==> src/sv/multichannel_windowed_rms_ratio_assert.svh <==
// Assertion macros for the windowed RMS ratio block
`ifndef MULTICHANNEL_WINDOWED_RMS_RATIO_ASSERT_SVH
`define MULTICHANNEL_WINDOWED_RMS_RATIO_ASSERT_SVH
`ifndef ASSERT_OFF
`define MWR_ASSERT_IMPL(label, clk, rst_n, prop) \
    label: assert property (@(posedge clk) disable iff (!rst_n) prop) \
        else $error("assertion failed");
`define MWR_ASSERT_NEXT(label, clk, rst_n, a, b) \
    label: assert property (@(posedge clk) disable iff (!rst_n) (a) |=> (b)) \
        else $error("assertion failed");
`else
`define MWR_ASSERT_IMPL(label, clk, rst_n, prop)
`define MWR_ASSERT_NEXT(label, clk, rst_n, a, b)
`endif
`endif

==> src/sv/mwr_pkg.sv <==
package mwr_pkg;
    localparam int unsigned COMP_MAX = 6;
    localparam int unsigned ENERGY_W = 33;
    localparam int unsigned SUM_W = 43;
    localparam int unsigned LEVEL_W = 33;

    // configuration register indexes
    localparam logic [10:0] REG_COUNT  = 11'd0;
    localparam logic [10:0] REG_SPLIT  = 11'd1;
    localparam logic [10:0] REG_WINDOW = 11'd2;
    localparam logic [10:0] REG_ENERGY = 11'd3;

    // total and subset enables handed to each lane
    typedef struct packed {
        logic in_total;
        logic in_subset;
    } lane_ctl_t;
endpackage

==> src/sv/mwr_lane.sv <==
// One component lane: squares a sample and gates it into the two energies
module mwr_lane #(
    parameter int SAMPLE_BITS = 16
) (
    input  logic                            clk,
    input  logic                            load,
    input  logic signed [SAMPLE_BITS-1:0]   sample,
    input  mwr_pkg::lane_ctl_t              ctl,
    output logic [mwr_pkg::ENERGY_W-1:0]    sq_total,
    output logic [mwr_pkg::ENERGY_W-1:0]    sq_subset
);
    logic signed [2*SAMPLE_BITS-1:0] prod;
    logic [2*SAMPLE_BITS-1:0] sq_reg;
    mwr_pkg::lane_ctl_t ctl_reg;

    assign prod = sample * sample;

    // registered square
    always_ff @(posedge clk)
    begin
        if (load)
        begin
            sq_reg  <= prod;
            ctl_reg <= ctl;
        end
    end

    assign sq_total  = ctl_reg.in_total ? mwr_pkg::ENERGY_W'(sq_reg) : '0;
    assign sq_subset = ctl_reg.in_subset ? mwr_pkg::ENERGY_W'(sq_reg) : '0;
endmodule

==> config.mk <==
export PLATFORM = sky130hd
export DESIGN_NAME = mwr_lane
export DESIGN_NICKNAME = d
export VERILOG_FILES = /design/src/sv/multichannel_windowed_rms_ratio_assert.svh /design/src/sv/mwr_pkg.sv /design/src/sv/mwr_lane.sv
export SDC_FILE = /design/constraint.sdc
export NUM_CORES = 1
export LEC_CHECK = 0
export BUFFER_PORTS_ARGS = -buffer_cell sky130_fd_sc_hd__buf_2
export CORE_MARGIN = 3
export CORE_UTILIZATION = 40
export CTS_CLUSTER_SIZE = 30
export DETAILED_ROUTE_END_ITERATION = 8
export PLACE_DENSITY_LB_ADDON = 0.12
export SLEW_MARGIN = 20
export SYNTH_ARGS = -nofsm -noshare
export SYNTH_HDL_FRONTEND = slang
export SYNTH_SLANG_ARGS = --single-unit
==> constraint.sdc <==
create_clock -name clk -period 16.05 [get_ports clk]
set_clock_uncertainty 0.05 [all_clocks]
set_input_delay 1.605 -clock clk [delete_from_list [all_inputs] [get_ports clk]]
set_output_delay 1.605 -clock clk [all_outputs]
set_load 0.01 [all_outputs]
## Word level (Yosys, flattened, before mapping)

Cells that the tools add are included.

| storage, ports and cells | value |
|---|---|
| input bits | 20 |
| register bits | 34 |
| word-level logic and storage cells | 6 |

| operators by class | value |
|---|---|
| mux-type cells | 2 |
| multiply operators | 1 |

Operators with widths:

| cell | count |
|---|---|
| $mux W32 | 2 |
| $mul A16 B16 Y32 | 1 |

## Logic depth before layout (Yosys ltp)

Gate-level depths: netlist (run 1).

| depth | value |
|---|---|
| word-level depth | 1 |
| mapped depth | 24 |
| mapped depth without buffers | 23 |

## Least setup slack after synthesis (run 1)

OpenSTA, ideal clock, no wires.

| timing path | value |
|---|---|
| path type | input port to flip-flop |
| start | in sample[15] |
| end | reg sq_reg[30] (data pin) |
| buffers on the path | 1 |
| arrival | 7103 ps |
| stages on the path | 21 |
| library setup time | 260 ps |
| slack | 8637 ps |
| path through | inv_1 buf_1 nor2_1 fa_1 fa_1 inv_1 fa_1 fa_1 inv_1 fa_1 inv_1 fa_1 inv_1 ha_1 nand2_1 nor2_1 and4_2 a2111oi_4 nor3_2 a221oi_2 xnor2_1 |

| between the ends | value |
|---|---|
| longest elaborated chain between the ends | 1 |

RTL lines:

| element | line | text |
|---|---|---|
| from (decl) | mwr_lane.sv:7 | `input logic signed [SAMPLE_BITS-1:0] sample,` |
| $mul A16 B16 Y32 | mwr_lane.sv:16 | `assign prod = sample * sample;` |
| net prod[30] | mwr_lane.sv:12 | `logic signed [2*SAMPLE_BITS-1:0] prod;` |
| to (signal assigned) | mwr_lane.sv:23 | `sq_reg <= prod;` |
| to (decl) | mwr_lane.sv:13 | `logic [2*SAMPLE_BITS-1:0] sq_reg;` |

The timed path passes the listed nets, and every way through them passes these cells.
A chain may end at the register's enable or synchronous reset.

## Worst setup path in the final report (run 1)

| timing path | value |
|---|---|
| start | in sample[15] |
| end | reg sq_reg[31] (data pin) |

The elaborated chain is that of the path after synthesis.

==> flow_summary_export.csv, run 1 <==
group,metric,value,unit
status,status,"finished, final reports clean",
synth,ys_async_sr_fraction,0,%
timing,setup_viol,0,
synth,yosysTopAreaCell,"fa_1",
critical_path,required,16020,ps
timing,maxSlewViolCount,0,
layout,register_area,991,um2
route,wl_per_cell,15.2,um
critical_path,slowest_delay,870,ps
synth,yosysMostFrequentCell,"inv_1",
synth,synth.distinct_cells,52,
synth,synthDominantCellAreaShare,44.8,%
clock_network,cts_made_buffers,5,
floorplan,start_util,41.0,%
synth,ys_seq_elements,33,
job,cap_violations,0,
min_path,hold_path.class,"in -> reg",
synth,avgSynthCellArea,9.47,um2
global_route,grt_max_degree,34,
global_route,antenna_found_initial,0,
clock_network,cts_hold_buffers,0,
critical_path,critPathBufInv,4,
route,wl,22.6,mm
synth,ys_seq_area_share,9.52,%
timing,final.min_clock_period,8000,ps
clock_network,cts_tree,"yes",
synth,synth_common_cells,"inv_1, fa_1, and2_1, ha_1, nand2_1",
route,drc,0,
timing,max_freq,125,MHz
route,vias,6991,
global_route,grt_pass1_vias,8129,
synth,ys.flop_type,"edfxtp_1",
layout,areaGrowthSynthToFinish,7.88,%
critical_path,endpoint_kind,"flip-flop",
layout,multi_input_area,8060,um2
global_route,grt_overflow_total,0,
timing,worst_slew_pin_slew,727,ps
synth,yosysWarnings,0,
timing,hold_viol,0,
floorplan,die_y,167,um
clock_network,ctsLongestPathBuffers,2,
synth,synth.area.top_cells,"fa_1, inv_1, ha_1",
timing,slew_headroom,51.5,%
synth,synth-edff-count,33,
layout,fillers,2574,
layout,largest_reg_flops,31,
clock_network,h-tree-depth,2,
timing,rsz0062_at_grt,"no",
synth,syn_inst,1099,
critical_path,slowest_stage,"fa_1",
layout,antenna_cells,0,
placed_design,dpl.hpwl,19.2,mm
critical_path,arrival,7970,ps
synth,syn_area,10400,um2
critical_path,path_cells,"buf_2, inv_1, nor2_1, fa_1, fa_1, inv_1, fa_1, fa_1, fa_1, fa_1, inv_1, ha_1, a211oi_1, o211ai_1, a31o_2, a21oi_1, a21o_1, a21oi_1, nand3b_1",
floorplan,rows,58,
clock_network,postCtsSetupRepairBufs,0,
floorplan,core,25400,um2
layout,drive_above_1_share,9.00,%
floorplan,die-area,28000,um2
route,ant_nets,0,
global_route,grt.total_usage,17.7,%
placed_design,io_buffers,81,
route,vias_per_cell,4.70,
global_route,grt_pass1_wl,40.1,mm
critical_path,critPathKind,"in -> reg",
route,drt-initial-drc-count,313,
timing,period_share,49.8,%
clock_network,clkTransAtPathRegs,50,ps
critical_path,cp_common_cell,"fa_1",
critical_path,path_max_fanout,21,
critical_path,path_delay_family,"adder cells",
route,drt_pre_antenna_iters,4,
timing,finalSetupTns,0,ps
clock_network,clock-root-buffer,"clkbuf_16",
clock_network,post_cts_resize_count,0,
clock_network,clock_sinks,33,
floorplan,io_pins,86,
placed_design,gp_congestion,0.811,
critical_path,critPathLaunchType,"input port",
floorplan,fp.dieW,167,um
layout,nets,1497,
## placed cells by master, fill, tap and decap left out, drive strengths merged, types with 2 or more instances in the layout
cell type and count:
edfxtp 33, o21ai 12, inv 327, clkbuf 6, a31oi 3, and3 4, nand3 5, a21o 5
a41oi 2, ha 89, and4 2, clkinv 2, o211ai 2, xor2 7, o21a 3, a211oi 4
conb 4, o21bai 4, nand4 3, buf 81, and2 107, fa 233, or2 2, nor2b 3
a31o 5, a41o 2, nand2b 3, a21oi 21, xnor2 35, nor3 8, nand2 89, nor2 38
o31ai 2
## cell families after synthesis
family	count (synthesis)	synth area share (%)
buffers and inverters	362	13.2
other	1	0.0360
adder cells (fa/ha/maj)	322	55.5
flip-flops	33	9.52
multiplexers	1	0.0961
AND/OR/NAND/NOR	267	13.0
AO/OA/AOI/OAI	71	5.14
XOR/XNOR	42	3.53
## through the flow
| step | hold slack (ps) | worst slack (ps) | util (%) | instances | instance area [um2] |
|---|---|---|---|---|---|
| floorplan | 1650 | 8640 | - | 1102 | 10400 |
| global placement | 1740 | 7850 | 43.7 | 1478 | 11100 |
| detailed placement | 1740 | 7730 | 43.7 | 1478 | 11100 |
| CTS | 1450 | 8020 | 44.2 | 1486 | 11200 |
| global route | 1440 | 7580 | 44.2 | 1486 | 11200 |
| finish | 1450 | 8050 | 44.2 | 1486 | 11200 |
## area by class of cell
cell class	instances	area share, %
Timing Repair Buffer	81	3.61
Inverter	327	10.9
Clock buffer	6	1.15
Clock inverter	2	0.0891
Sequential cell	33	8.82
Tap cell	330	3.68
Multi-Input combinational cell	707	71.7
## path summary, 6_finish.rpt
path / from / end / slack, ps / cells past startpoint
setup / recovery: sample[15] / sq_reg[31] / 8050 / 19
hold / removal: ctl[0] / ctl_reg[0] / 1450 / 1
## metal layers
| metal | GRT usage (%) | up-vias | part of all wire, % |
|---|---|---|---|
| li1 | - | 3323 | - |
| met1 | 21.8 | 3584 | 41 |
| met4 | 1.39 | 0 | 0.57 |
| met5 | 0 | - | 0 |
| met3 | 1.58 | 12 | 2.4 |
| met2 | 34.8 | 72 | 56 |
Power of run 1 is not shown: default switching activity piles up to over one toggle a cycle in this logic, so the estimate is an artifact.
==> run 2: changes to the inputs <==
==> constraint.sdc (replaced) <==
create_clock -name clk -period 7.6 [get_ports clk]
set_clock_uncertainty 0.05 [all_clocks]
set_input_delay 0.76 -clock clk [delete_from_list [all_inputs] [get_ports clk]]
set_output_delay 0.76 -clock clk [all_outputs]
set_load 0.01 [all_outputs]
==> flow_summary_export.csv, run 2 (synthesis results as in run 1) <==
group,metric,value,unit
status,status,"finished, final reports clean",
critical_path,required,7570,ps
critical_path,cp_common_cell,"fa_1",
clock_network,cts_hold_buffers,0,
clock_network,ctsLongestPathBuffers,2,
critical_path,path_max_fanout,16,
critical_path,slowest_stage,"fa_1",
route,wl_per_cell,15.4,um
timing,finalSetupTns,0,ps
critical_path,slowest_delay,520,ps
timing,final.min_clock_period,6840,ps
timing,setup_viol,0,
critical_path,critPathLaunchType,"input port",
route,wl,22.9,mm
critical_path,arrival,6810,ps
floorplan,die-area,28000,um2
layout,nets,1502,
route,m1WireLength,9.25,mm
timing,hold_viol,0,
route,top_layer,"met4",
layout,largest_reg_flops,31,
floorplan,rows,58,
floorplan,start_util,41.0,%
clock_network,post_cts_resize_count,0,
route,dr_wl_met2,13.0,mm
timing,worst_slew_pin_slew,728,ps
placed_design,gp_congestion,0.817,
timing,rsz0062_at_grt,"no",
layout,final_common_cell,"inv_1",
timing,slew_headroom,51.5,%
layout,fillers,2555,
route,vias,6989,
job,cap_violations,0,
critical_path,crit_end,"sq_reg[28]",
global_route,grt_overflow_total,0,
floorplan,io_pins,86,
route,ant_nets,0,
layout,layout_common_cells,"inv_1, fa_1, and2_1, nand2_1, ha_1",
clock_network,postCtsSetupRepairBufs,0,
route,drc,0,
critical_path,path_cells,"buf_2, inv_1, nor2_1, ha_1, xor2_1, fa_1, fa_1, inv_1, fa_1, fa_1, inv_1, fa_1, inv_1, ha_1, a21oi_1, o21ai_0, a31oi_1, o21ai_0, a2111oi_4, nor3_2, a31oi_1, xnor2_1",
global_route,antenna_found_initial,0,
timing,max_freq,146,MHz
critical_path,endpoint_kind,"flip-flop",
timing,maxSlewViolCount,0,
global_route,grt_pass1_vias,8196,
clock_network,cts_made_buffers,5,
global_route,grt_pass1_wl,40.7,mm
floorplan,fp.dieW,167,um
layout,drive_above_1_share,9.39,%
global_route,grt_max_degree,34,
route,wl_met3,395,um
clock_network,h-tree-depth,2,
global_route,grt.total_usage,18.0,%
timing,period_share,90.0,%
route,drt-initial-drc-count,178,
layout,register_area,991,um2
layout,antenna_cells,0,
route,drt_pre_antenna_iters,4,
clock_network,cts_tree,"yes",
clock_network,clock-root-buffer,"clkbuf_16",
floorplan,die_y,167,um
critical_path,critPathBufInv,5,
critical_path,crit_cells,22,
critical_path,timing.critical_path.from,"sample[3]",
min_path,min_from,"ctl[1]",
placed_design,dpl.hpwl,19.8,mm
floorplan,core,25400,um2
placed_design,io_buffers,81,
clock_network,clkTransAtPathRegs,50,ps
layout,multi_input_area,8060,um2
layout,areaGrowthSynthToFinish,8.24,%
min_path,hold_path.class,"in -> reg",
clock_network,clock_sinks,33,
route,vias_per_cell,4.69,
critical_path,critPathKind,"in -> reg",
critical_path,path_delay_family,"adder cells",
## run 2: changes by cell type in the layout (fill, tap and decap cells not counted)
cell / before / now
buf_4: 0 / 5
## run 2: worst min-delay path by stage
stage	endpoint	slack [ps]	depth (start not counted)
3_5_place_dp	ctl_reg[1]	890	1
4_1_cts	ctl_reg[1]	600	1
2_1_floorplan	ctl_reg[0]	810	0
5_1_grt	ctl_reg[0]	600	1
6_report	ctl_reg[1]	610	1
3_3_place_gp	ctl_reg[1]	890	1
## run 2: cell type report
class	count	share of cell area, %
well taps	330	3.66
multi-input cells	707	71.5
clock inverters	2	0.0888
flip-flops and latches	33	8.79
inverters	327	10.9
clock buffers	6	1.14
repair buffers	86	3.93
## run 2: per-layer routing
metal	vias up	global-route usage, %
met3	18	1.77
li1	3325	-
met2	78	35.6
met4	0	2.28
met1	3568	21.6
met5	-	0
## run 2: per-stage QoR
| stage | std cells | area [um2] | utilization (%) | hold slack, ps | setup WS (ps) |
|---|---|---|---|---|---|
| 5_1_grt | 1491 | 11300 | 44.4 | 602 | 369 |
| 3_3_place_gp | 1483 | 11100 | 43.8 | 887 | 640 |
| 3_5_place_dp | 1483 | 11100 | 43.8 | 889 | 522 |
| 4_1_cts | 1491 | 11300 | 44.4 | 601 | 779 |
| 2_1_floorplan | 1102 | 10400 | - | 809 | 1030 |
| 6_report | 1491 | 11300 | 44.4 | 612 | 762 |
Power of run 2 is left out for the same reason.
==> run 3: changes to the inputs <==
--- a/config.mk
+++ b/config.mk
@@ -10,6 +10,7 @@
 export CORE_UTILIZATION = 40
 export CTS_CLUSTER_SIZE = 30
 export DETAILED_ROUTE_END_ITERATION = 8
+export GPL_TIMING_DRIVEN = 0
 export PLACE_DENSITY_LB_ADDON = 0.12
 export SLEW_MARGIN = 20
 export SYNTH_ARGS = -nofsm -noshare
==> flow_summary_export.csv, run 3 (synthesis results as in run 1) <==
group,metric,value,unit
status,status,"finished, final reports clean",
route,vias_per_cell,4.70,
critical_path,critPathKind,"in -> reg",
timing,worst_slew_pin_slew,763,ps
layout,layout_common_cells,"inv_1, fa_1, and2_1, nand2_1, ha_1",
floorplan,die-area,28000,um2
layout,areaGrowthSynthToFinish,9.18,%
floorplan,die_y,167,um
global_route,grt_pass1_wl,41.1,mm
min_path,hold_path.class,"in -> reg",
layout,antenna_cells,0,
critical_path,path_max_fanout,10,
clock_network,cts_hold_buffers,0,
route,ant_nets,0,
global_route,antenna_found_initial,0,
critical_path,path_delay_family,"adder cells",
placed_design,pre_cts_slack,-118,ps
timing,slew_headroom,49.2,%
placed_design,dpl.hpwl,20.8,mm
route,wl_per_cell,15.6,um
timing,setup_viol,0,
critical_path,required,7570,ps
layout,drive_above_1_share,9.35,%
route,wl_met3,692,um
clock_network,cts_made_buffers,5,
placed_design,io_buffers,80,
clock_network,clkTransAtPathRegs,50,ps
job,cap_violations,0,
floorplan,start_util,41.0,%
timing,rsz0062_at_grt,"no",
clock_network,clock_sinks,33,
clock_network,cts_tree,"yes",
timing,hold_viol,0,
global_route,grt_pass1_vias,8104,
layout,largest_reg_flops,31,
route,m1WireLength,9.96,mm
clock_network,h-tree-depth,2,
route,vias,7124,
placed_design,gp_congestion,0.843,
critical_path,slowest_delay,580,ps
critical_path,arrival,7110,ps
critical_path,crit_cells,21,
clock_network,ctsLongestPathBuffers,2,
critical_path,crit_end,"sq_reg[28]",
floorplan,io_pins,86,
timing,worst_slack,464,ps
layout,nets,1530,
route,drc,0,
floorplan,fp.dieW,167,um
floorplan,core,25400,um2
route,drt_pre_antenna_iters,4,
global_route,grt_max_degree,34,
global_route,grt_overflow_total,0,
critical_path,slowest_stage,"fa_1",
timing,final.min_clock_period,7140,ps
critical_path,critPathBufInv,5,
timing,fin_hold_ws,612,ps
timing,max_freq,140,MHz
route,dr_wl_met2,12.4,mm
timing,finalSetupTns,0,ps
critical_path,timing.critical_path.from,"sample[5]",
route,wl,23.6,mm
critical_path,cp_common_cell,"fa_1",
critical_path,path_cells,"clkbuf_1, clkbuf_2, nand2_1, fa_1, inv_1, fa_1, fa_1, fa_1, fa_1, inv_1, fa_1, inv_1, ha_1, nand2_1, o21ai_0, a31oi_1, o21ai_0, a2111oi_4, nor3_2, a31oi_1, xnor2_1",
route,top_layer,"met4",
placed_design,placed_cell_area,11200,um2
floorplan,rows,58,
critical_path,endpoint_kind,"flip-flop",
critical_path,critPathLaunchType,"input port",
timing,maxSlewViolCount,0,
route,drt-initial-drc-count,229,
timing,period_share,93.9,%
layout,final_area,11400,um2
clock_network,clock-root-buffer,"clkbuf_16",
global_route,grt.total_usage,18.4,%
layout,final_common_cell,"inv_1",
==> run 3: cell count changes in the layout (fill, tap and decap cells not counted) <==
cell	previous run	this run
clkbuf_2	0	5
clkinv_2	2	1
buf_4	5	4
buf_2	81	80
clkbuf_1	1	25
==> run 3: worst min path at each step <==
stage,from,end,slack (ps),cells past startpoint
2_1_floorplan,ctl[0],ctl_reg[0],810,0
3_3_place_gp,ctl[1],ctl_reg[1],890,1
3_5_place_dp,ctl[1],ctl_reg[1],890,1
4_1_cts,ctl[1],ctl_reg[1],600,1
5_1_grt,ctl[1],ctl_reg[1],600,1
6_report,ctl[1],ctl_reg[1],610,1
==> run 3: repair_timing <==
item / in CTS / in global routing
resized for setup: 0 / 8
setup buffers: 0 / 0
setup endpoints to repair: 0 / 5
==> run 3: metrics by stage <==
stage,cells,util [%]
2_1_floorplan,1102,-
3_3_place_gp,1512,44.2
3_5_place_dp,1512,44.2
4_1_cts,1518,44.8
5_1_grt,1517,44.8
6_report,1517,44.8
==> run 3: area by class of cell <==
class / instances / area, um2
multi-input combinational: 707 / 8060
fill: 2568 / 14000
timing repair buffer: 80 / 400
inverter: 327 / 1230
sequential: 33 / 991
tap: 330 / 413
clock inverter: 1 / 5.00
clock buffer: 5 / 125
buffer: 34 / 149
==> run 3: layer usage <==
metal	vias up	global-route usage (%)
met2	105	34.1
li1	3386	-
met4	0	3.34
met5	-	0
met3	21	2.36
met1	3612	23.4
Power of run 3 is left out for the same reason.
