### src/sv/multichannel_windowed_rms_ratio_assert.svh
// Assertion macros for the windowed RMS ratio block
`ifndef MULTICHANNEL_WINDOWED_RMS_RATIO_ASSERT_SVH
`define MULTICHANNEL_WINDOWED_RMS_RATIO_ASSERT_SVH
`ifndef ASSERT_OFF
`define MWR_ASSERT_IMPL(label, clk, rst_n, prop) \
    label: assert property (@(posedge clk) disable iff (!rst_n) prop) \
        else $error("assertion failed");
`define MWR_ASSERT_NEXT(label, clk, rst_n, a, b) \
    label: assert property (@(posedge clk) disable iff (!rst_n) (a) |=> (b)) \
        else $error("assertion failed");
`else
`define MWR_ASSERT_IMPL(label, clk, rst_n, prop)
`define MWR_ASSERT_NEXT(label, clk, rst_n, a, b)
`endif
`endif

### src/sv/mwr_pkg.sv
package mwr_pkg;
    localparam int unsigned COMP_MAX = 6;
    localparam int unsigned ENERGY_W = 33;
    localparam int unsigned SUM_W = 43;
    localparam int unsigned LEVEL_W = 33;

    // configuration register indexes
    localparam logic [10:0] REG_COUNT  = 11'd0;
    localparam logic [10:0] REG_SPLIT  = 11'd1;
    localparam logic [10:0] REG_WINDOW = 11'd2;
    localparam logic [10:0] REG_ENERGY = 11'd3;

    // total and subset enables handed to each lane
    typedef struct packed {
        logic in_total;
        logic in_subset;
    } lane_ctl_t;
endpackage

### src/sv/mwr_divroot.sv
// Serial unit: restoring divide (43-bit sum by window or Q16 ratio), then optional root
module mwr_divroot (
    input  logic                          clk,
    input  logic                          rst_n,
    input  logic                          start,
    input  logic                          ratio_mode,
    input  logic                          want_root,
    input  logic [mwr_pkg::SUM_W-1:0]     numer,
    input  logic [mwr_pkg::SUM_W-1:0]     denom,
    output logic                          done,
    output logic [mwr_pkg::LEVEL_W-1:0]   result
);
    localparam int NW = mwr_pkg::SUM_W + 16;   // 59-bit dividend
    localparam int RW = 50;                    // root operand up to 49 bits, even
    localparam int LW = mwr_pkg::LEVEL_W;

    typedef enum logic [1:0] {S_IDLE, S_DIV, S_ROOT, S_DONE} state_t;

    state_t             state_reg;
    logic [5:0]         cnt_reg;
    logic [NW-1:0]      q_reg;
    logic [mwr_pkg::SUM_W:0] rem_reg;
    logic [mwr_pkg::SUM_W-1:0] den_reg;
    logic               root_reg;
    logic               ratio_reg;
    logic [RW-1:0]      x_reg;
    logic [RW/2+1:0]    r_reg;
    logic [RW/2+2:0]    rrem_reg;
    logic [LW-1:0]      res_reg;

    logic [mwr_pkg::SUM_W:0]  rem_sh;
    logic [mwr_pkg::SUM_W:0]  rem_sub;
    logic [LW-1:0]            qsat;
    logic [RW/2+2:0]          rr_sh;
    logic [RW/2+2:0]          trial;

    // final quotient (last bit included), zero on zero divisor, saturated
    function automatic logic [LW-1:0] rsat(input logic [NW-1:0] q,
                                           input logic [mwr_pkg::SUM_W:0] rs,
                                           input logic [mwr_pkg::SUM_W-1:0] d);
        logic [NW-1:0] qf;
        qf = {q[NW-2:0], ~rs[mwr_pkg::SUM_W]};
        if (d == '0)
            return '0;
        return (|qf[NW-1:LW]) ? '1 : qf[LW-1:0];
    endfunction

    always_comb
    begin
        rem_sh  = {rem_reg[mwr_pkg::SUM_W-1:0], q_reg[NW-1]};
        rem_sub = rem_sh - {1'b0, den_reg};
        qsat    = (|q_reg[NW-1:LW]) ? '1 : q_reg[LW-1:0];
        rr_sh   = {rrem_reg[RW/2:0], x_reg[RW-1:RW-2]};
        trial   = {r_reg[RW/2:0], 2'b01};
    end

    // sequencer: 59 divide steps, then 25 root steps when a root is wanted, else a pass-through step
    always_ff @(posedge clk or negedge rst_n)
    begin
        if (!rst_n)
        begin
            state_reg <= S_IDLE;
            cnt_reg   <= '0;
        end
        else
        begin
            unique case (state_reg)
                S_IDLE:
                begin
                    if (start)
                    begin
                        root_reg  <= want_root;
                        ratio_reg <= ratio_mode;
                        den_reg   <= denom;
                        rem_reg   <= '0;
                        q_reg     <= ratio_mode ? {numer, 16'd0} : NW'(numer);
                        cnt_reg   <= 6'(NW - 1);
                        state_reg <= S_DIV;
                    end
                end
                S_DIV:
                begin
                    if (!rem_sub[mwr_pkg::SUM_W])
                    begin
                        rem_reg <= rem_sub;
                        q_reg   <= {q_reg[NW-2:0], 1'b1};
                    end
                    else
                    begin
                        rem_reg <= rem_sh;
                        q_reg   <= {q_reg[NW-2:0], 1'b0};
                    end
                    if (cnt_reg == '0)
                        state_reg <= S_ROOT;
                    else
                        cnt_reg <= cnt_reg - 6'd1;
                    if (cnt_reg == '0)
                        cnt_reg <= 6'(RW/2 - 1);
                end
                S_ROOT:
                begin
                    if (cnt_reg == 6'(RW/2 - 1) && x_reg == '0 && r_reg == '0
                        && rrem_reg == '0)
                    begin
                        // first root step: operand was already loaded from the quotient as the divide finished
                    end
                    if (!root_reg)
                    begin
                        res_reg   <= (den_reg == '0) ? '0 : qsat;
                        state_reg <= S_DONE;
                    end
                    else
                    begin
                        if (rr_sh >= trial)
                        begin
                            rrem_reg <= rr_sh - trial;
                            r_reg    <= {r_reg[RW/2:0], 1'b1};
                        end
                        else
                        begin
                            rrem_reg <= rr_sh;
                            r_reg    <= {r_reg[RW/2:0], 1'b0};
                        end
                        x_reg <= {x_reg[RW-3:0], 2'b00};
                        if (cnt_reg == '0)
                            state_reg <= S_DONE;
                        else
                            cnt_reg <= cnt_reg - 6'd1;
                    end
                end
                S_DONE:
                begin
                    if (root_reg)
                        res_reg <= LW'(r_reg);
                    state_reg <= S_IDLE;
                end
                default: state_reg <= S_IDLE;
            endcase
            // root operand is loaded as the divide finishes
            if (state_reg == S_DIV && cnt_reg == '0)
            begin
                x_reg    <= ratio_reg ? RW'({rsat(q_reg, rem_sub, den_reg), 16'd0})
                                      : RW'(rsat(q_reg, rem_sub, den_reg));
                r_reg    <= '0;
                rrem_reg <= '0;
            end
        end
    end

    assign done   = (state_reg == S_DONE);
    assign result = (state_reg == S_DONE && root_reg) ? LW'(r_reg) : res_reg;
endmodule

### config.mk
export PLATFORM = sky130hd
export DESIGN_NAME = mwr_divroot
export DESIGN_NICKNAME = d
export VERILOG_FILES = /design/src/sv/multichannel_windowed_rms_ratio_assert.svh /design/src/sv/mwr_pkg.sv /design/src/sv/mwr_divroot.sv
export SDC_FILE = /design/constraint.sdc
export NUM_CORES = 1
export LEC_CHECK = 0
export ABC_AREA = 1
export BUFFER_PORTS_ARGS = -buffer_cell sky130_fd_sc_hd__buf_2
export CAP_MARGIN = 10
export CORE_AREA = 2 2 280 282
export CTS_CLUSTER_SIZE = 8
export DETAILED_ROUTE_END_ITERATION = 6
export DIE_AREA = 0 0 282 284
export GPL_TIMING_DRIVEN = 0
export HOLD_SLACK_MARGIN = 0.1
export SLEW_MARGIN = 10
export SYNTH_ARGS = -nofsm -noshare
export SYNTH_HDL_FRONTEND = slang
export SYNTH_SLANG_ARGS = --single-unit
export TNS_END_PERCENT = 10
### constraint.sdc
create_clock -name clk -period 9.2 [get_ports clk]
set_input_delay 1.38 -clock clk [delete_from_list [all_inputs] [get_ports clk]]
set_output_delay 1.38 -clock clk [all_outputs]
set_load 0.03 [all_outputs]
==> Word level (Yosys, flattened, before mapping) <==
Cells that the tools add are included.
{ "classes": {"n_addsub": 3, "order_cmp": 1, "n_eq_ne": 10, "mux": 38, "bitwise": 1, "n_reduce_logical": 18} }
{ "op_table": {"columns": ["operator", "count"], "rows": [
  ["$mux 33", 8],
  ["$mux 50", 3],
  ["$mux 59", 2],
  ["$pmux 59 s2", 1],
  ["$mux 43", 2],
  ["$pmux 43 s2", 1],
  ["$mux 28", 3],
  ["$pmux 33 s2", 1],
  ["$mux 27", 2],
  ["$reduce_or 26->1", 2],
  ["$mux 49", 1],
  ["$sub 44x43->44", 1],
  ["$logic_not 43->1", 1],
  ["$ge 28x28->1", 1],
  ["$sub 28x28->28", 1],
  ["$mux 6", 4],
  ["$pmux 6 s3", 1],
  ["$reduce_and 3->1", 4],
  ["$ne 2x2->1 const B", 5],
  ["$mux 2", 4],
  ["$pmux 2 s4", 1],
  ["$reduce_and 4->1", 2],
  ["$reduce_bool 2->1", 4],
  ["$logic_not 6->1", 1],
  ["10 further kinds", 15]
]} }
{ "totals": {"ff_bits": 293, "inputBits": 91, "output_inout_bits": 34, "elab_cells": 82} }

==> Longest topological paths before layout <==
Gate-level depths: netlist of run 1.
{ "depth": {"depth_word": 6, "depth_mapped": 18, "mapped_depth_nobuf": 17} }

==> Worst setup path before layout of run 1 <==
No wires, ideal clock.
{ "synth_timing": {"path_type": "input-to-reg", "from": "input port rst_n", "to": "register q_reg[0] (enable)", "setup_ps": 714, "arrival_ps": 8944, "required_time_ps": 8486, "path_slack_ps": -458, "stages": 2, "path_buffers": 0, "cell_sequence": "inv_1 a211oi_1"} }
{ "synth_via": {"elab_chain_len": 1} }
{ "synth_lines": {"columns": ["element", "line", "text"], "rows": [
  ["from (decl)", "mwr_divroot.sv:4", "input logic rst_n,"],
  ["$reduce_and 3->1 (no line)", null, null],
  ["to (signal assigned)", "mwr_divroot.sv:76", "q_reg <= ratio_mode ? {numer, 16'd0} : NW'(numer);"],
  ["to (signal assigned)", "mwr_divroot.sv:86", "q_reg <= {q_reg[NW-2:0], 1'b1};"],
  ["to (signal assigned)", "mwr_divroot.sv:91", "q_reg <= {q_reg[NW-2:0], 1'b0};"],
  ["to (decl)", "mwr_divroot.sv:21", "logic [NW-1:0] q_reg;"]
]} }
Every way passes these cells.
A chain may end at the register's enable or synchronous reset.

==> Worst setup path in the final report of run 1 <==
{ "layout_timing": {"from": "register state_reg[1]", "to": "output port result[11] (netlist name)"} }
{ "layout_via": {"elab_chain_len": 3} }
{ "layout_lines": {"columns": ["element", "line", "text"], "rows": [
  ["from (decl)", "mwr_divroot.sv:19", "state_t state_reg;"],
  ["from (signal assigned)", "mwr_divroot.sv:62", "state_reg <= S_IDLE;"],
  ["from (signal assigned)", "mwr_divroot.sv:78", "state_reg <= S_DIV;"],
  ["from (signal assigned)", "mwr_divroot.sv:94", "state_reg <= S_ROOT;"],
  ["$eq 2x2->1", "mwr_divroot.sv:151", "assign result = (state_reg == S_DONE && root_reg) ? LW'(r_reg) : res_reg;"],
  ["$logic_and 1x1->1", "mwr_divroot.sv:151", null],
  ["$mux 33", "mwr_divroot.sv:151", null],
  ["to (decl)", "mwr_divroot.sv:11", "output logic [mwr_pkg::LEVEL_W-1:0] result"]
]} }
Every way passes these cells.

==> results of run 1 <==
-- final cells by class --
cell class / instances / area, um^2
Clock buffer: 54 / 1160
Sequential cell: 291 / 8698
Tap cell: 1040 / 1301
Inverter: 470 / 1764
Multi-Input combinational cell: 1697 / 8330
Timing Repair Buffer: 138 / 865.8
Buffer: 74 / 324.1
Fill cell: 8381 / 54370
Clock inverter: 6 / 137.6
-- Yosys cell counts, drive strengths merged --
cell type,n,share of area
nand2,791,0.16
ha,76,0.050
o22ai,79,0.026
nor2,280,0.058
nand4,41,0.013
o21ai,88,0.023
nand3b,2,0.00079
a211oi,1,0.00039
a21oi,67,0.018
clkinv,1,0.00020
nand3,144,0.038
inv,469,0.092
buf,23,0.0069
fa,1,0.0010
xnor2,8,0.0037
o221ai,27,0.012
o21bai,10,0.0039
dfrtp,8,0.010
a21boi,1,0.00039
a21o,2,0.00079
a31oi,5,0.0016
clkbuf,51,0.010
xor2,27,0.012
o211ai,5,0.0020
nor4,7,0.0023
edfxtp,283,0.45
or2,11,0.0036
a22oi,4,0.0016
and2,3,0.00098
nor3,17,0.0045
-- report_power, final --
part           internal [W]  total, W  switching (W)
registers           0.00196   0.00218       0.000214
clock network      0.000963   0.00157       0.000607
logic               0.00103   0.00329        0.00226
total               0.00395   0.00704        0.00309
-- per-layer routing --
layer	global-route usage	up-vias
li1	-	8551
met1	0.2160	8080
met2	0.2398	613
met3	0.03376	95
met4	0.04348	6
met5	0	-
-- worst max-delay path: stages (launching register included) --
cell	delay, ns
dfrtp_1	0.39
ha_1	0.25
nand2_1	0.28
clkbuf_1	0.33
o21ai_0	0.52
buf_2	0.30
-- worst min path at each step --
stage	endpoint	slack, ns	from
3_5_place_dp	cnt_reg[2]$_DFFE_PN0P_	0.50	cnt_reg[2]$_DFFE_PN0P_
3_3_place_gp	x_reg[12]$_DFFE_PP_	0.50	x_reg[10]$_DFFE_PP_
5_1_grt	x_reg[6]$_DFFE_PP_	0.51	x_reg[4]$_DFFE_PP_
6_report	x_reg[6]$_DFFE_PP_	0.49	x_reg[4]$_DFFE_PP_
4_1_cts	x_reg[6]$_DFFE_PP_	0.50	x_reg[4]$_DFFE_PP_
2_1_floorplan	cnt_reg[2]$_DFFE_PN0P_	0.47	cnt_reg[2]$_DFFE_PN0P_
-- per-stage QoR --
stage | TNS (ns) | instances | area (um^2)
after floorplan | 0 | 2532 | 19090
final | 0 | 3770 | 22580
after global placement | -80.56 | 3696 | 21010
after global routing | 0 | 3770 | 22580
after CTS | 0 | 3770 | 22580
after detailed placement | 0 | 3710 | 21280
-- placed cells by master (no fill, tap or decap), types with 10 or more instances in the layout --
cell and instances:
clkbuf_16 45, nand4_1 41, or2_2 11, ha_1 76
nor2_1 267, buf_2 139, a21oi_1 66, clkbuf_1 60
o221ai_1 27, nor3_1 16, nand3_1 142, xor2_1 27
nand2_1 785, edfxtp_1 283, o22ai_1 79, o21bai_1 10
o21ai_0 88, inv_1 462
-- cell families (layout without fill, tap and decap cells) --
group                    count (synthesis)  after routing  share of synthesized area
AO/OA/AOI/OAI                          289            289                    0.08982
adder cells (fa/ha/maj)                 77             77                    0.05088
XOR/XNOR                                35             35                    0.01606
buffers and inverters                  544            742                     0.1094
flip-flops                             291            291                     0.4558
AND/OR/NAND/NOR                       1296           1296                     0.2780
==> results.yml, run 1 <==
clocking:
  post_cts_buffers: 0
  path_clk_slew_ns: 0.05
  cts.path.max_buffers: 3
  h-tree-depth: 2
  numCtsBuffers: 44
  cts_tree: "done"
  hold_buffers: 0
  root_buffer: "clkbuf_16"
  clk_latency_ns: 0.58
  cts_resized: 0
  cts_sinks: 291
logic_synthesis:
  ys_ff_latch: 291
  syn_nets: 2700
  yosysSeqAreaShare: 0.4558
  syn_area_mm2: 0.01908
  synth_cell_types: 41
  yosys_warnings: 0
  synth.avg_cell_area_um2: 7.537
  syn_inst: 2532
power:
  ir_drop_uv: 172.2
  p_leak_nw: 10.52
  power.total_w: 0.007040
  p_per_area_mw_per_mm2: 311.7
setup_path:
  crit_fanout: 10
  crit_end: "result[11]"
  cp-start-kind: "flip-flop"
  crit_start: "state_reg[1]$_DFFE_PN0P_"
  rrSetupSlack_ns: 5.66
  critPathKind: "reg2out"
  r2r_cells: 9
  reg2reg_from: "state_reg[0]$_DFFE_PN0P_"
  crit_arrival_ns: 2.64
  required_ns: 7.82
  end_kind: "output port"
  regToRegEndpoint: "x_reg[40]$_DFFE_PP_"
timing:
  final_hold_viol_count: 0
  slew_headroom: 0.2995
  max_freq_mhz: 248.9
  slew_viol_final: 0
  setup_ws_ns: 5.183
  rsz0062_at_grt: "false"
  timing.hold.ws_ns: 0.4950
  tightest_slew_ns: 1.041
  finalCriticalPeriod_ns: 4.017
  finalSetupViolCount: 0
  skew_ns: 0.03887
  timing.final.crit_share: 0.4367
drt:
  drt_iter0_drc: 1534
  drt-pass1-iter-count: 5
  post_drt_wl_per_cell_um: 16.64
  wl_met2_mm: 27.34
  wl_met1_mm: 28.72
  wirelength_mm: 62.72
  dr_total_vias: 17350
  antenna_left: 0
  met3_wirelength_mm: 5.132
  via_per_inst: 4.601
  top_layer_used: "met5"
  drc: 0
grt:
  grt_pass1_wl_mm: 95.77
  grt_max_degree: 48
  antenna_found_initial: 3
  grt_pass1_vias: 16540
  grt_overflow: 0
  grt_usage: 0.1550
status:
  status: "completed"
min_path:
  min_path_type: "reg2reg"
  hold_depth: 2
die:
  row_count: 102
  die_area_mm2: 0.08009
  fp.coreArea_mm2: 0.07696
  start_util: 0.2480
  die_h_um: 284
  ios: 125
  die_width_um: 282
cells_and_area:
  final_util: 0.2934
  area_growth_pct: 18.32
  antenna_cells: 0
  fin_nets: 2884
  drive_gt1_frac: 0.09194
  largest_reg_flops: 59
place:
  gp_congestion: 0.9386
  dp_slack_ns: 5.665
  place_hpwl_mm: 49.67
  port_buffers: 124
run:
  cap_violations: 0
Note: power is estimated with default switching activity, not from simulation.
==> run 2, diff against run 1 <==
==> constraint.sdc (replaced) <==
create_clock -name clk -period 3.3 [get_ports clk]
set_input_delay 0.495 -clock clk [delete_from_list [all_inputs] [get_ports clk]]
set_output_delay 0.495 -clock clk [all_outputs]
set_load 0.03 [all_outputs]
==> run 2 against run 1 <==
Effect of this change: design area rose by 1.3%; critical path depth did not move; first-iteration DRC count rose by 2.9%; die area did not move; critical endpoint is now result[2]; largest power group unchanged.
==> results.yml, run 2 (synthesized netlist as in run 1, its figures left out) <==
status:
  status: "completed"
power:
  p_per_area_mw_per_mm2: 849.2
  p_sw_w: 0.008540
  power.share.clock: 0.213
  intPower_w: 0.01088
  switching_share: 0.4398
  power.total_w: 0.01942
  ir_drop_uv: 483.8
  p_leak_nw: 10.63
  power_frac_seq: 0.313
  comb_power_share: 0.474
setup_path:
  crit_fanout: 10
  required_ns: 2.80
  cp-start-kind: "flip-flop"
  r2r_cells: 8
  end_kind: "output port"
  critPathKind: "reg2out"
  crit_arrival_ns: 2.71
grt:
  grt_usage: 0.1563
  grt_max_degree: 46
  grt_pass1_wl_mm: 96.96
  grt_overflow: 0
  grt_pass1_vias: 17020
  antenna_found_initial: 1
clocking:
  cts_sinks: 291
  post_cts_buffers: 0
  numCtsBuffers: 43
  h-tree-depth: 2
  path_clk_slew_ns: 0.05
  clk_latency_ns: 0.57
  cts.path.max_buffers: 3
  root_buffer: "clkbuf_16"
  cts_tree: "done"
timing:
  max_freq_mhz: 312.5
  final_hold_viol_count: 0
  setup_tns_ns: 0
  slew_headroom: 0.3485
  timing.final.crit_share: 0.9698
  rsz0062_at_grt: "false"
  finalSetupViolCount: 0
  tightest_slew_ns: 0.9736
  skew_ns: 0.02311
  finalCriticalPeriod_ns: 3.200
  setup_ws_ns: 0.09957
  slew_viol_final: 0
place:
  dp_slack_ns: -0.1349
  gp_congestion: 0.9476
  place_hpwl_mm: 49.86
  port_buffers: 124
cells_and_area:
  mostFrequentLayoutCells: "nand2_1 (785), inv_1 (461), edfxtp_1 (283), nor2_1 (267), nand3_1 (142)"
  fillCellCount: 8366
  area_growth_pct: 19.82
  layout_commonest_cell: "nand2_1"
  drive_gt1_frac: 0.09232
  antenna_cells: 0
  fin_nets: 2918
  largest_reg_flops: 59
die:
  fp.coreArea_mm2: 0.07696
  row_count: 102
  ios: 125
  start_util: 0.2480
  die_width_um: 282
  die_h_um: 284
  die_area_mm2: 0.08009
drt:
  antenna_left: 0
  wirelength_mm: 63.05
  drt_iter0_drc: 1579
  via_per_inst: 4.604
  drc: 0
  dr_total_vias: 17500
  drt-pass1-iter-count: 6
  post_drt_wl_per_cell_um: 16.58
min_path:
  min_path_type: "in2reg"
  hold_depth: 1
run:
  cap_violations: 0
-- run 2: cell type report --
type,count,area (um^2),share of cell area
Sequential cell,291,8698,0.3804
Multi-Input combinational cell,1697,8349,0.3651
Inverter,470,1767,0.07726
Tap cell,1040,1301,0.05691
Timing Repair Buffer,173,1191,0.05209
Clock buffer,52,1152,0.05039
Buffer,74,345.3,0.01510
Clock inverter,5,62.56,0.002736
-- run 2: stage by stage --
| step | instances | utilization | hold WS, ns | cell area, um^2 |
|---|---|---|---|---|
| after detailed placement | 3709 | 0.2764 | 0.5003 | 21270 |
| after global routing | 3802 | 0.2971 | 0.1047 | 22870 |
| after global placement | 3696 | 0.2735 | 0.4986 | 21050 |
| final | 3802 | 0.2971 | 0.1281 | 22870 |
| after CTS | 3802 | 0.2970 | 0.1028 | 22860 |
| after floorplan | 2532 | - | 0.1994 | 19120 |
-- run 2: per-layer routing --
layer / track usage / share of wire
met1: 0.2155 / 0.45
met2: 0.2435 / 0.44
met3: 0.03466 / 0.082
met4: 0.04521 / 0.024
met5: 0 / 0
-- run 2: worst paths after layout --
path	endpoint	from	slack [ns]
min reg2reg	cnt_reg[2]$_DFFE_PN0P_	cnt_reg[2]$_DFFE_PN0P_	0.51
min	den_reg[42]$_DFFE_PP_	denom[42]	0.13
max in group asynchronous	cnt_reg[5]$_DFFE_PN0P_	rst_n	2.95
max	result[2]	state_reg[1]$_DFFE_PN0P_	0.1
min in group asynchronous	state_reg[0]$_DFFE_PN0P_	rst_n	0.14
max reg2reg	x_reg[8]$_DFFE_PP_	state_reg[0]$_DFFE_PN0P_	0.16
-- run 2: worst max-delay path: stages (launching register included) --
cell,delay [ns]
dfrtp_1,0.40
ha_1,0.27
nand2_1,0.30
clkbuf_1,0.37
o21ai_0,0.51
buf_2,0.29
-- run 2: power groups by stage --
stage | Combinational (W) | Sequential (W) | Clock, W
3_3_place_gp | 0.00885 | 0.00618 | 0
2_1_floorplan | 0.00646 | 0.00587 | 0
6_report | 0.00921 | 0.00607 | 0.00414
5_1_grt | 0.0104 | 0.00614 | 0.00437
4_1_cts | 0.00918 | 0.00604 | 0.00423
3_5_place_dp | 0.00911 | 0.00610 | 0
-- run 2: repair_timing --
item	CTS	global route
pin swaps	0	0
resized for setup	2	3
hold buffers	36	0
endpoints found under the hold margin	36	0
setup endpoints to repair	56	44
